**src/rtl/rcms_pkg.sv**
```systemverilog
package rcms_pkg;

    // Register indexes on the configuration channel
    localparam logic [2:0] REG_CAL_MINIMUM     = 3'd0;
    localparam logic [2:0] REG_CAL_NEUTRAL     = 3'd1;
    localparam logic [2:0] REG_CAL_MAXIMUM     = 3'd2;
    localparam logic [2:0] REG_BRAKE_ENABLE    = 3'd3;
    localparam logic [2:0] REG_CURVE_ENABLE    = 3'd4;
    localparam logic [2:0] REG_NEUTRAL_ZONE    = 3'd5;
    localparam logic [2:0] REG_EXTREMUM_ZONE   = 3'd6;
    localparam logic [2:0] REG_BRAKE_ZONE      = 3'd7;

    localparam logic [15:0] RST_CAL_MINIMUM   = 16'd250;
    localparam logic [15:0] RST_CAL_NEUTRAL   = 16'd375;
    localparam logic [15:0] RST_CAL_MAXIMUM   = 16'd500;
    localparam logic [7:0]  RST_NEUTRAL_ZONE  = 8'd8;
    localparam logic [7:0]  RST_EXTREMUM_ZONE = 8'd8;
    localparam logic [7:0]  RST_BRAKE_ZONE    = 8'd4;

    // Per-item quotient: 25-bit dividend (17-bit distance << 8), one bit per stage
    localparam int DIV_STEPS = 25;
    localparam logic [7:0] SPEED_CEILING = 8'd255;
    localparam int CURVE_ENTRIES = 256;

    // Item after classification, waiting for the quotient pipeline
    typedef struct packed {
        logic        right;
        logic        sat;        // travel of the active side is zero or negative
        logic [16:0] offset;
        logic [15:0] divisor;
    } t_item;

    // Derived constants handed from the config block to front and back
    typedef struct packed {
        logic [16:0]        neutral_x2;
        logic signed [17:0] travel_right;
        logic signed [17:0] travel_left;
        logic [15:0]        neutral_band;
        logic [15:0]        brake_band;
        logic               brake_en;
        logic               curve_en;
    } t_consts;

    localparam logic [7:0] CURVE_ROM [CURVE_ENTRIES] = '{
        8'h00,8'h06,8'h0c,8'h12,8'h12,8'h12,8'h12,8'h12,8'h12,8'h12,8'h12,8'h12,8'h12,8'h12,8'h12,8'h13,
        8'h13,8'h13,8'h13,8'h13,8'h13,8'h13,8'h14,8'h14,8'h14,8'h14,8'h15,8'h15,8'h15,8'h15,8'h16,8'h16,
        8'h16,8'h16,8'h17,8'h17,8'h17,8'h18,8'h18,8'h18,8'h19,8'h19,8'h19,8'h1a,8'h1a,8'h1b,8'h1b,8'h1b,
        8'h1c,8'h1c,8'h1d,8'h1d,8'h1e,8'h1e,8'h1e,8'h1f,8'h1f,8'h20,8'h20,8'h21,8'h21,8'h22,8'h23,8'h23,
        8'h24,8'h24,8'h25,8'h25,8'h26,8'h27,8'h27,8'h28,8'h28,8'h29,8'h2a,8'h2a,8'h2b,8'h2c,8'h2c,8'h2d,
        8'h2e,8'h2e,8'h2f,8'h30,8'h30,8'h31,8'h32,8'h33,8'h33,8'h34,8'h35,8'h36,8'h37,8'h37,8'h38,8'h39,
        8'h3a,8'h3b,8'h3b,8'h3c,8'h3d,8'h3e,8'h3f,8'h40,8'h40,8'h41,8'h42,8'h43,8'h44,8'h45,8'h46,8'h47,
        8'h48,8'h49,8'h4a,8'h4a,8'h4b,8'h4c,8'h4d,8'h4e,8'h4f,8'h50,8'h51,8'h52,8'h53,8'h54,8'h55,8'h56,
        8'h57,8'h58,8'h59,8'h5a,8'h5c,8'h5d,8'h5e,8'h5f,8'h60,8'h61,8'h62,8'h63,8'h64,8'h65,8'h66,8'h68,
        8'h69,8'h6a,8'h6b,8'h6c,8'h6d,8'h6e,8'h70,8'h71,8'h72,8'h73,8'h74,8'h75,8'h77,8'h78,8'h79,8'h7a,
        8'h7b,8'h7d,8'h7e,8'h7f,8'h80,8'h82,8'h83,8'h84,8'h85,8'h87,8'h88,8'h89,8'h8a,8'h8c,8'h8d,8'h8e,
        8'h90,8'h91,8'h92,8'h93,8'h95,8'h96,8'h97,8'h99,8'h9a,8'h9b,8'h9d,8'h9e,8'h9f,8'ha1,8'ha2,8'ha3,
        8'ha5,8'ha6,8'ha7,8'ha9,8'haa,8'hac,8'had,8'hae,8'hb0,8'hb1,8'hb2,8'hb4,8'hb5,8'hb7,8'hb8,8'hb9,
        8'hbb,8'hbc,8'hbe,8'hbf,8'hc0,8'hc2,8'hc3,8'hc5,8'hc6,8'hc7,8'hc9,8'hca,8'hcc,8'hcd,8'hcf,8'hd0,
        8'hd1,8'hd3,8'hd4,8'hd6,8'hd7,8'hd9,8'hda,8'hdc,8'hdd,8'hde,8'he0,8'he1,8'he3,8'he4,8'he6,8'he7,
        8'he9,8'hea,8'hec,8'hed,8'hee,8'hf0,8'hf1,8'hf3,8'hf4,8'hf6,8'hf7,8'hf9,8'hfa,8'hfc,8'hfd,8'hff
    };

endpackage

```
**src/rtl/rc_pulse_to_motor_speed.sv**
```systemverilog
// Path: front register, queue, the 25 quotient stages, then the output register.
// Throughput: one transaction per cycle outside a rebuild; the 25-stage quotient pipeline
//   takes a new dividend each cycle the output moves; the queue absorbs input until full.
// Reset (i_rst_n low, synchronous) loads the register defaults and empties the pipeline.
// After reset and after each config write, s_axis_tready stays low while the serial
//   divider rebuilds the zone constants (the saturated paths skip divisions).
module rc_pulse_to_motor_speed
    import rcms_pkg::*;
#(
    parameter int QUEUE_DEPTH = 4
) (
    input  logic        i_clk,
    input  logic        i_rst_n,
    // pulse input
    input  logic        s_axis_tvalid,
    output logic        s_axis_tready,
    input  logic [15:0] s_axis_tdata,   // [15:0] filtered_pulse_x2
    // speed output
    output logic        m_axis_tvalid,
    input  logic        m_axis_tready,
    output logic [15:0] m_axis_tdata,   // [0] direction_right, [1] brake_request,
                                        // [9:2] motor_speed, [15:10] zero
    // configuration writes
    input  logic        i_cfg_valid,
    output logic        o_cfg_ready,
    input  logic [2:0]  i_cfg_index,
    input  logic [15:0] i_cfg_data
);

    t_consts consts;
    logic    busy;
    logic    f_valid, f_ready;
    t_item   f_item;
    logic    q_valid, q_ready;
    t_item   q_item;

    // Writes are taken whenever reset is not asserted; each one restarts the constant rebuild.
    assign o_cfg_ready = i_rst_n;

    // Registers plus the sequencer that derives travel and zone constants
    rcms_cfg u_cfg (
        .i_clk      (i_clk),
        .i_rst_n    (i_rst_n),
        .i_wr_en    (i_cfg_valid && o_cfg_ready),
        .i_wr_index (i_cfg_index),
        .i_wr_data  (i_cfg_data),
        .o_consts   (consts),
        .o_busy     (busy)
    );

    // Front: picks side, distance from neutral and divisor for each pulse
    rcms_front u_front (
        .i_clk        (i_clk),
        .i_rst_n      (i_rst_n),
        .i_busy       (busy),
        .i_consts     (consts),
        .i_valid      (s_axis_tvalid),
        .o_ready      (s_axis_tready),
        .i_pulse_x2   (s_axis_tdata),
        .o_item_valid (f_valid),
        .i_item_ready (f_ready),
        .o_item       (f_item)
    );

    // Queue decouples classification from the quotient pipeline
    rcms_queue #(
        .DEPTH (QUEUE_DEPTH)
    ) u_queue (
        .i_clk        (i_clk),
        .i_rst_n      (i_rst_n),
        .i_push_valid (f_valid),
        .o_push_ready (f_ready),
        .i_push_item  (f_item),
        .o_pop_valid  (q_valid),
        .i_pop_ready  (q_ready),
        .o_pop_item   (q_item)
    );

    // Back: one quotient bit per stage, then zone, clamp, curve into the output register
    rcms_back u_back (
        .i_clk        (i_clk),
        .i_rst_n      (i_rst_n),
        .i_consts     (consts),
        .i_item_valid (q_valid),
        .o_item_ready (q_ready),
        .i_item       (q_item),
        .o_valid      (m_axis_tvalid),
        .i_ready      (m_axis_tready),
        .o_data       (m_axis_tdata)
    );

endmodule

```
**src/rtl/rcms_cfg.sv**
```systemverilog
module rcms_cfg
    import rcms_pkg::*;
(
    input  logic        i_clk,
    input  logic        i_rst_n,
    input  logic        i_wr_en,
    input  logic [2:0]  i_wr_index,
    input  logic [15:0] i_wr_data,
    output t_consts     o_consts,
    output logic        o_busy
);

    typedef enum logic [2:0] {
        S_IDLE, S_PREP, S_ZONE, S_DIV1, S_MUL1, S_DIV2, S_BRK, S_DIV3
    } t_state;

    localparam logic [4:0] DIV_LAST = 5'd23;

    t_state r_state;
    logic [15:0] r_cal_min, r_cal_neu, r_cal_max;
    logic        r_brake_en, r_curve_en;
    logic [7:0]  r_nz, r_ez, r_bz;
    logic signed [17:0] r_travel_right, r_travel_left, r_sum;
    logic signed [16:0] r_span;
    logic [15:0] r_neutral_band, r_brake_band;

    // shared serial divider: 24-bit dividend, 16-bit divisor
    logic [23:0] r_dvd;
    logic [15:0] r_rem, r_dvs;
    logic [4:0]  r_cnt;

    logic [16:0] trial;
    logic        ge;
    logic [15:0] n_rem;
    logic [23:0] n_dvd;
    logic signed [17:0] tr_calc, tl_calc;
    logic [32:0] prod_span;
    logic [23:0] prod_brake;
    logic [23:0] zone_dvd;

    function automatic logic [15:0] sat16(input logic [23:0] v);
        return (|v[23:16]) ? 16'hFFFF : v[15:0];
    endfunction

    always_comb begin
        trial = {r_rem, r_dvd[23]};
        ge    = trial >= {1'b0, r_dvs};
        n_rem = ge ? 16'(trial - {1'b0, r_dvs}) : trial[15:0];
        n_dvd = {r_dvd[22:0], ge};
        tr_calc = $signed({2'b00, r_cal_max}) - $signed({2'b00, r_cal_neu})
                - $signed({10'd0, r_nz}) - $signed({10'd0, r_ez});
        tl_calc = $signed({2'b00, r_cal_neu}) - $signed({2'b00, r_cal_min})
                - $signed({10'd0, r_nz}) - $signed({10'd0, r_ez});
        prod_span  = r_dvd[16:0] * r_span[15:0];
        prod_brake = r_neutral_band * r_bz;
        // nz * 0x1fe as (nz << 9) - (nz << 1)
        zone_dvd = {7'd0, r_nz, 9'd0} - {15'd0, r_nz, 1'b0};
    end

    always_ff @(posedge i_clk) begin
        if (!i_rst_n) begin
            r_state    <= S_PREP;
            r_cal_min  <= RST_CAL_MINIMUM;
            r_cal_neu  <= RST_CAL_NEUTRAL;
            r_cal_max  <= RST_CAL_MAXIMUM;
            r_brake_en <= 1'b0;
            r_curve_en <= 1'b0;
            r_nz       <= RST_NEUTRAL_ZONE;
            r_ez       <= RST_EXTREMUM_ZONE;
            r_bz       <= RST_BRAKE_ZONE;
        end else if (i_wr_en) begin
            // a write restarts the rebuild from scratch
            r_state <= S_PREP;
            unique case (i_wr_index)
                REG_CAL_MINIMUM:   r_cal_min  <= i_wr_data;
                REG_CAL_NEUTRAL:   r_cal_neu  <= i_wr_data;
                REG_CAL_MAXIMUM:   r_cal_max  <= i_wr_data;
                REG_BRAKE_ENABLE:  r_brake_en <= i_wr_data[0];
                REG_CURVE_ENABLE:  r_curve_en <= i_wr_data[0];
                REG_NEUTRAL_ZONE:  r_nz       <= i_wr_data[7:0];
                REG_EXTREMUM_ZONE: r_ez       <= i_wr_data[7:0];
                REG_BRAKE_ZONE:    r_bz       <= i_wr_data[7:0];
            endcase
        end else begin
            unique case (r_state) inside
                S_IDLE: begin
                end
                S_PREP: begin
                    r_travel_right <= tr_calc;
                    r_travel_left  <= tl_calc;
                    r_sum          <= tr_calc + tl_calc;
                    r_span <= $signed({1'b0, r_cal_max}) - $signed({1'b0, r_cal_min});
                    r_state <= S_ZONE;
                end
                S_ZONE: begin
                    if (r_span[16] || r_span == '0 || r_sum[17] || r_sum == '0) begin
                        r_neutral_band <= 16'hFFFF;
                        r_state        <= S_BRK;
                    end else begin
                        r_dvd   <= zone_dvd;
                        r_rem   <= '0;
                        r_dvs   <= r_span[15:0];
                        r_cnt   <= '0;
                        r_state <= S_DIV1;
                    end
                end
                S_DIV1, S_DIV2, S_DIV3: begin
                    r_dvd <= n_dvd;
                    r_rem <= n_rem;
                    r_cnt <= r_cnt + 5'd1;
                    if (r_cnt == DIV_LAST) begin
                        if (r_state == S_DIV1) begin
                            r_state <= S_MUL1;
                        end else if (r_state == S_DIV2) begin
                            r_neutral_band <= sat16(n_dvd);
                            r_state        <= S_BRK;
                        end else begin
                            r_brake_band <= sat16(n_dvd);
                            r_state      <= S_IDLE;
                        end
                    end
                end
                S_MUL1: begin
                    // quotient * span never exceeds nz * 0x1fe
                    r_dvd   <= prod_span[23:0];
                    r_rem   <= '0;
                    r_dvs   <= r_sum[15:0];
                    r_cnt   <= '0;
                    r_state <= S_DIV2;
                end
                S_BRK: begin
                    if (r_nz == '0) begin
                        r_brake_band <= '0;
                        r_state      <= S_IDLE;
                    end else begin
                        r_dvd   <= prod_brake;
                        r_rem   <= '0;
                        r_dvs   <= {8'd0, r_nz};
                        r_cnt   <= '0;
                        r_state <= S_DIV3;
                    end
                end
                default: r_state <= S_IDLE;
            endcase
        end
    end

    assign o_busy = (r_state != S_IDLE);

    always_comb begin
        o_consts.neutral_x2   = {r_cal_neu, 1'b0};
        o_consts.travel_right = r_travel_right;
        o_consts.travel_left  = r_travel_left;
        o_consts.neutral_band = r_neutral_band;
        o_consts.brake_band   = r_brake_band;
        o_consts.brake_en     = r_brake_en;
        o_consts.curve_en     = r_curve_en;
    end

endmodule

```
**src/rtl/rcms_front.sv**
```systemverilog
module rcms_front
    import rcms_pkg::*;
(
    input  logic        i_clk,
    input  logic        i_rst_n,
    input  logic        i_busy,
    input  t_consts     i_consts,
    input  logic        i_valid,
    output logic        o_ready,
    input  logic [15:0] i_pulse_x2,
    output logic        o_item_valid,
    input  logic        i_item_ready,
    output t_item       o_item
);

    logic  r_valid;
    t_item r_item;
    t_item n_item;
    logic  accept;
    logic signed [17:0] travel;

    assign o_ready = i_rst_n && !i_busy && (!r_valid || i_item_ready);
    assign accept  = i_valid && o_ready;

    always_comb begin
        n_item.right  = {1'b0, i_pulse_x2} > i_consts.neutral_x2;
        n_item.offset = n_item.right ? ({1'b0, i_pulse_x2} - i_consts.neutral_x2)
                                     : (i_consts.neutral_x2 - {1'b0, i_pulse_x2});
        travel = n_item.right ? i_consts.travel_right : i_consts.travel_left;
        n_item.sat     = travel[17] || (travel == '0);
        n_item.divisor = travel[15:0];
    end

    always_ff @(posedge i_clk) begin
        if (!i_rst_n) begin
            r_valid <= 1'b0;
        end else begin
            r_valid <= accept || (r_valid && !i_item_ready);
        end
        if (accept) begin
            r_item <= n_item;
        end
    end

    assign o_item_valid = r_valid;
    assign o_item       = r_item;

endmodule

```
**src/rtl/rcms_queue.sv**
```systemverilog
module rcms_queue
    import rcms_pkg::*;
#(
    parameter int DEPTH = 4
) (
    input  logic  i_clk,
    input  logic  i_rst_n,
    input  logic  i_push_valid,
    output logic  o_push_ready,
    input  t_item i_push_item,
    output logic  o_pop_valid,
    input  logic  i_pop_ready,
    output t_item o_pop_item
);

    localparam int PW = $clog2(DEPTH);
    localparam int CW = $clog2(DEPTH + 1);
    localparam logic [PW-1:0] PTR_LAST = PW'(DEPTH - 1);
    localparam logic [CW-1:0] CNT_FULL = CW'(DEPTH);

    t_item         r_mem [DEPTH];
    logic [PW-1:0] r_wr_ptr, r_rd_ptr;
    logic [CW-1:0] r_count;
    logic          push, pop;

    assign o_push_ready = (r_count != CNT_FULL);
    assign o_pop_valid  = (r_count != '0);
    assign push = i_push_valid && o_push_ready;
    assign pop  = o_pop_valid && i_pop_ready;
    assign o_pop_item = r_mem[r_rd_ptr];

    always_ff @(posedge i_clk) begin
        if (!i_rst_n) begin
            r_wr_ptr <= '0;
            r_rd_ptr <= '0;
            r_count  <= '0;
        end else begin
            if (push) begin
                r_wr_ptr <= (r_wr_ptr == PTR_LAST) ? '0 : r_wr_ptr + 1'b1;
            end
            if (pop) begin
                r_rd_ptr <= (r_rd_ptr == PTR_LAST) ? '0 : r_rd_ptr + 1'b1;
            end
            if (push && !pop) begin
                r_count <= r_count + 1'b1;
            end else if (pop && !push) begin
                r_count <= r_count - 1'b1;
            end
        end
        if (push) begin
            r_mem[r_wr_ptr] <= i_push_item;
        end
    end

endmodule

```
**src/rtl/rcms_back.sv**
```systemverilog
module rcms_back
    import rcms_pkg::*;
(
    input  logic        i_clk,
    input  logic        i_rst_n,
    input  t_consts     i_consts,
    input  logic        i_item_valid,
    output logic        o_item_ready,
    input  t_item       i_item,
    output logic        o_valid,
    input  logic        i_ready,
    output logic [15:0] o_data
);

    typedef struct packed {
        logic        right;
        logic        sat;
        logic [15:0] rem;
        logic [24:0] quo;   // dividend bits shift out, quotient bits shift in
        logic [15:0] dvs;
    } t_stage;

    t_stage r_stg     [DIV_STEPS];
    logic   r_stg_vld [DIV_STEPS];
    logic   r_out_valid;
    logic [15:0] r_out_data;

    logic   en;
    t_stage head;
    t_stage last;
    logic [23:0] q_half;
    logic [23:0] diff;
    logic        brake;
    logic [7:0]  speed, result;

    function automatic t_stage div_step(input t_stage s);
        logic [16:0] trial;
        logic        ge;
        t_stage      r;
        r     = s;
        trial = {s.rem, s.quo[24]};
        ge    = trial >= {1'b0, s.dvs};
        r.rem = ge ? 16'(trial - {1'b0, s.dvs}) : trial[15:0];
        r.quo = {s.quo[23:0], ge};
        return r;
    endfunction

    assign en = !r_out_valid || i_ready;
    assign o_item_ready = en;

    always_comb begin
        head.right = i_item.right;
        head.sat   = i_item.sat;
        head.rem   = '0;
        head.quo   = {i_item.offset, 8'h00};
        head.dvs   = i_item.divisor;

        last   = r_stg[DIV_STEPS-1];
        q_half = last.sat ? '1 : last.quo[24:1];
        brake  = i_consts.brake_en && (q_half <= {8'h00, i_consts.brake_band});
        diff   = q_half - {8'h00, i_consts.neutral_band};
        if (q_half <= {8'h00, i_consts.neutral_band}) begin
            speed = '0;
        end else if (diff > {16'h0000, SPEED_CEILING}) begin
            speed = SPEED_CEILING;
        end else begin
            speed = diff[7:0];
        end
        result = i_consts.curve_en ? CURVE_ROM[speed] : speed;
    end

    always_ff @(posedge i_clk) begin
        if (!i_rst_n) begin
            for (int k = 0; k < DIV_STEPS; k++) begin
                r_stg_vld[k] <= 1'b0;
            end
            r_out_valid <= 1'b0;
        end else if (en) begin
            r_stg_vld[0] <= i_item_valid;
            for (int k = 1; k < DIV_STEPS; k++) begin
                r_stg_vld[k] <= r_stg_vld[k-1];
            end
            r_out_valid <= r_stg_vld[DIV_STEPS-1];
        end
        if (en) begin
            r_stg[0] <= div_step(head);
            for (int k = 1; k < DIV_STEPS; k++) begin
                r_stg[k] <= div_step(r_stg[k-1]);
            end
            r_out_data <= {6'd0, result, brake, last.right};
        end
    end

    assign o_valid = r_out_valid;
    assign o_data  = r_out_data;

endmodule

```
**config.mk**
```make
export PLATFORM = sky130hd
export DESIGN_NAME = rc_pulse_to_motor_speed
export DESIGN_NICKNAME = d
export VERILOG_FILES = /design/src/rtl/rcms_pkg.sv /design/src/rtl/rc_pulse_to_motor_speed.sv /design/src/rtl/rcms_cfg.sv /design/src/rtl/rcms_front.sv /design/src/rtl/rcms_queue.sv /design/src/rtl/rcms_back.sv
export SDC_FILE = /design/constraint.sdc
export NUM_CORES = 2
export LEC_CHECK = 0
export BUFFER_PORTS_ARGS = -buffer_cell sky130_fd_sc_hd__buf_2
export CORE_MARGIN = 2
export CORE_UTILIZATION = 45
export CTS_CLUSTER_DIAMETER = 40
export DETAILED_ROUTE_END_ITERATION = 6
export PLACE_DENSITY = 0.71
export SLEW_MARGIN = 20
export SYNTH_ARGS = -nofsm -noshare
export SYNTH_HDL_FRONTEND = slang
export SYNTH_SLANG_ARGS = --single-unit
```
**constraint.sdc**
```tcl
create_clock -name i_clk -period 125.1 [get_ports i_clk]
set_input_delay 12.51 -clock i_clk [delete_from_list [all_inputs] [get_ports i_clk]]
set_output_delay 12.51 -clock i_clk [all_outputs]
set_load 0.05 [all_outputs]
```
# Word level (Yosys, flattened, before mapping)
# Memory sizes are Yosys's and may differ from the RTL's. A register that Yosys moved wholly into a read port is not among the register bits.
# Index checks and enable logic that the tools add are counted.
# classes
mux,101
eq_ne,26
reduce_logical,54
n_bitwise,29
add_sub_neg,43
mul,2
n_lt_le_gt_ge,31
# op_table
op,n
16-bit 2-to-1 mux,39
17-bit by 16-bit >= comparator with 1-bit output,25
16-bit subtractor,25
24-bit one-hot mux with 4 select lines,1
24-bit 2-to-1 mux,3
18-bit by 9-bit subtractor with 18-bit output,4
16-bit one-hot mux with 2 select lines,2
16-bit one-hot mux with 4 select lines,1
16-bit by 16-bit subtractor with 17-bit output,3
24-bit by 16-bit less-or-equal comparator with 1-bit output,2
16-bit one-hot mux with 3 select lines,1
8-bit 2-to-1 mux,5
18-bit logical NOT,2
1-bit 2-to-1 mux,32
1-bit OR,25
3-bit == test (second input constant),8
24-bit by 8-bit greater-than comparator with 1-bit output (second input constant),1
16-bit by 8-bit multiplier with 24-bit output,1
17-bit by 16-bit multiplier with 24-bit output,1
24-bit by 16-bit subtractor with 24-bit output,1
3-bit 2-to-1 mux,7
5-bit one-hot mux with 4 select lines,1
18-bit adder,1
18-bit 2-to-1 mux,1
40 further kinds,94
# word_totals
elab_cells,318
register_bits,294
rom_bits,2048
mem_bits_rw,1640
n_memories,4
out_inout_bits,19
# memory_table
name,depth,width,rd,rd_clocked_by_memory_dff,write_ports,line,rtl
(no name shown),256,8,1,0,0,rcms_back.sv:69,result = i_consts.curve_en ? CURVE_ROM[speed] : speed;
u_back.r_stg,25,59,25,0,25,rcms_back.sv:23,t_stage r_stg [DIV_STEPS];
u_queue.r_mem,4,35,1,1,1,rcms_queue.sv:21,t_item r_mem [DEPTH];
u_back.r_stg_vld,25,1,25,1,25,rcms_back.sv:24,logic r_stg_vld [DIV_STEPS];

# Depth between registers and ports, before layout
# An unclocked memory read counts as a cell.
# logic_depth
ltp_word,11
depth_mapped,29
mapped_depth_nobuf,29

# By module
# Synthesis repeated with hierarchy kept, for this count alone.
# hier_totals
cells_unflattened,8247
area_unflattened_um2,97775.0
# modules_own_cells
mod,instances,area_each_um2,cells_per_inst
rcms_back,1,63236.9,4811
rcms_cfg,1,25758.5,2832
rcms_queue,1,5527.8,234
rcms_front,1,3238.1,368
rc_pulse_to_motor_speed,1,13.8,2

# Worst setup path after synthesis
# No wires, ideal clock.
# synth_timing
path_type,input port to flip-flop
startpoint,input port m_axis_tready
endpoint,memory u_back.r_stg_vld[17] (data pin)
setup_slack_ns,75.689
arrival_ns,49.082
path_stages,4
path_cell_list,nor2b_1 clkinv_1 clkbuf_1 and3_1
# synth_rtl
element,line,rtl
"start, declared",rc_pulse_to_motor_speed.sv:20,"input logic m_axis_tready,"
"end, declared",rcms_back.sv:24,

# Worst setup path in the final report
# layout_timing
startpoint,input port i_rst_n
endpoint,output port s_axis_tready
# layout_via
elab_chain_len,2
# layout_lines
element,line,rtl
"start, declared",rc_pulse_to_motor_speed.sv:13,"input logic i_rst_n,"
1-bit logical AND (2 in a row),rcms_front.sv:22,assign o_ready = i_rst_n && !i_busy && (!r_valid || i_item_ready);
"end, declared",rc_pulse_to_motor_speed.sv:16,"output logic s_axis_tready,"
# No other way between the ends.

==> impl_metrics.json <==
{
  "nFillCells": 18200,
  "root_buffer": "clkbuf_16",
  "crit_required_ns": 112.59,
  "power.density_nw_per_um2": 25.5,
  "fp.dieH_um": 467,
  "clock-sinks": 1708,
  "crit_arrival_ns": 13.93,
  "nets": 9247,
  "cts_buffer_depth": 3,
  "r2r_slack_ns": 117.38,
  "cp_slowest_cell": "buf_4",
  "outcome": "complete, no violations",
  "critPathLaunchType": "input port",
  "syn_area_um2": 96500,
  "synthFlopType": "edfxtp_1",
  "relSlewSlack_pct": 22.8,
  "ios": 59,
  "fin_worst_skew_ns": 0.0706,
  "fmax_ghz": 0.0378,
  "worstReg2RegEnd": "u_back.o_data[2]$_DFFE_PN_",
  "fin_ws_ns": 98.66,
  "async_reset_ff_share_pct": 0,
  "setup_tns_ns": 0,
  "path_clk_slew_ns": 0.06,
  "vias": 61900,
  "max_stage_delay_ns": 0.43,
  "p_leak_nw": 44.9,
  "tightest_slew_ns": 1.16,
  "globalRouteOverflowTotal": 0,
  "cts_hold_buf": 0,
  "antenna_found_initial": 4,
  "die_area_um2": 218000,
  "drc_errors": 0,
  "die_x_um": 467,
  "seqCellArea_um2": 50200,
  "hold_class": "flip-flop to flip-flop",
  "p_int_mw": 1.72,
  "dpl_cell_area_um2": 100000,
  "final_core_util_pct": 50.2,
  "grt_pass1_wl_um": 339000,
  "avgSynthCellArea_um2": 11.8,
  "port_buffers": 52,
  "initial_core_util_pct": 45.1,
  "dpl.cell_count": 10900,
  "tritoncts": "built",
  "period_share_pct": 21.1,
  "post_drt_via_cell_ratio": 5.49,
  "hpwl_um": 152000,
  "ys_ff_latch": 1708,
  "cp-startpoint": "i_rst_n",
  "finalCriticalPeriod_ns": 26.44,
  "cts_buffers": 210,
  "ant_nets": 0,
  "wirelength_um": 212000,
  "post_cts_buffers": 0,
  "cap_violations": 0,
  "cp_common_cell": "buf_2",
  "rr_startpoint": "u_back.r_stg[1][529]$_DFFE_PN_",
  "path_cells": "buf_2, buf_4, nand3b_1, a31oi_1, buf_2",
  "syn_inst": 8151,
  "r2r_cells": 18,
  "setup_violations": 0,
  "grt_pass1_vias": 62800,
  "crit_type": "input port to output pin",
  "place_ws_ns": 98.63,
  "power_frac_comb_pct": 42.7,
  "gp_congestion": 0.939,
  "slew_viol_final": 0,
  "hold_slack_ns": 0.353,
  "drt_iter0_drc": 5059,
  "end_kind": "output pin",
  "design_area_um2": 107000,
  "final_layout_size_suffix_gt1_share_pct": 9.93,
  "worstSkewPairLatency_ns": 0.85,
  "num_rows": 170,
  "finalPower_mw": 2.74,
  "h-tree-depth": 4,
  "yosysSeqAreaShare_pct": 52.0,
  "fin_cells": 11300,
  "endpoint": "s_axis_tready",
  "grt_usage_pct": 19.4,
  "final_common_cell": "edfxtp_1",
  "first_pass_iters": 7,
  "syn_to_final_growth_pct": 11.3,
  "hold_viol": 0,
  "grt_max_degree": 184,
  "synth_cell_types": 93,
  "core_region_area_um2": 214000,
  "final_cell_mix": "edfxtp_1, inv_1, ha_1",
  "swShare_pct": 37.3,
  "cp_max_fo": 54,
  "routedWlPerCell_um": 18.8,
  "rsz0062_at_grt": "false",
  "yosys_warnings": 0,
  "ctsResizeCount": 0,
  "synth_edf_count": 1603,
  "peakVddDrop_mv": 0.0180,
  "pwr-share-seq_pct": 34.7,
  "p_clk_share_pct": 22.6,
  "multi_input_area_um2": 41700,
  "switching_power_mw": 1.02
}
==> cell usage after synthesis, drive strengths merged, types with 201 or more instances <==
master	instances	area (um^2)
and2	201	1260
mux2	238	2680
inv	992	3720
edfxtp	1603	48100
a21oi	347	1740
nor2	395	1480
xnor2	286	2500
fa	305	6110
o21ai	315	1590
nand2	617	2320
ha	659	8250
clkbuf	212	796
==> sequential cells by signal, summed over array words and instances (netlist names), 17 cells and up, named ones only <==
signal	cells
u_queue.r_mem	140
u_back.r_stg	1246
u_cfg.r_span	17
u_cfg.r_sum	18
u_front.o_item	35
u_cfg.r_dvd	24
u_cfg.r_travel_right	18
u_back.r_stg_vld	25
u_cfg.r_travel_left	18
==> cell families (layout without fill, tap and decap cells) <==
| family | count (synthesis) | after routing | share of synthesized area [%] |
|---|---|---|---|
| other | 1 | 7 | 0.00388 |
| AND/OR/NAND/NOR | 2092 | 2092 | 10.7 |
| buffers and inverters | 1241 | 1514 | 4.87 |
| multiplexers | 377 | 377 | 4.65 |
| flip-flops | 1708 | 1708 | 52.0 |
| adder cells (fa/ha/maj) | 964 | 964 | 14.9 |
| XOR/XNOR | 400 | 400 | 3.63 |
| AO/OA/AOI/OAI | 1368 | 1368 | 9.21 |
==> critical path: cells and delay by family <==
family          cells  cell delay [ns]
compound gates      1             0.37
buf+inv             3             0.85
simple gates        1             0.20
==> how the worst min path moves through the flow <==
stage                                   start                              to  slack (ns)  cells after the start
2_1_floorplan  u_back.r_stg[1][530]$_DFFE_PN_      u_back.o_data[0]$_DFFE_PN_        0.40                      0
4_1_cts        u_back.r_stg[1][371]$_DFFE_PN_  u_back.r_stg[1][431]$_DFFE_PN_        0.34                      0
3_3_place_gp   u_back.r_stg[0][588]$_DFFE_PN_  u_back.r_stg[0][647]$_DFFE_PN_        0.40                      0
6_report       u_back.r_stg[1][371]$_DFFE_PN_  u_back.r_stg[1][431]$_DFFE_PN_        0.35                      0
3_5_place_dp    u_back.r_stg[0][88]$_DFFE_PN_  u_back.r_stg[0][148]$_DFFE_PN_        0.40                      0
5_1_grt        u_back.r_stg[0][152]$_DFFE_PN_  u_back.r_stg[0][212]$_DFFE_PN_        0.37                      0
==> power groups by stage <==
| stage | Combinational [mW] | Clock, mW | Sequential (mW) |
|---|---|---|---|
| floorplan | 0.883 | 0 | 0.916 |
| global placement | 1.11 | 0 | 0.959 |
| detailed placement | 1.15 | 0 | 0.961 |
| CTS | 1.16 | 0.633 | 0.953 |
| global route | 1.30 | 0.658 | 0.968 |
| finish | 1.17 | 0.619 | 0.950 |
==> cell type report <==
cell class | instances | area share, %
tap | 2838 | 3.31
sequential | 1708 | 46.8
clock inverter | 167 | 1.89
clock buffer | 231 | 4.96
inverter | 994 | 3.48
multi-input combinational | 5207 | 38.8
antenna | 1 | 0.00233
timing repair buffer | 122 | 0.755
==> per-layer routing <==
metal  wire, um  share of wire, %  global-route usage (%)
met5          0                 0                       0
met1      90400                43                    25.4
met2     103000                48                    32.5
met4       6790               3.2                    6.58
met3      12200               5.7                    3.34
Power figures use the tool's default switching activity.
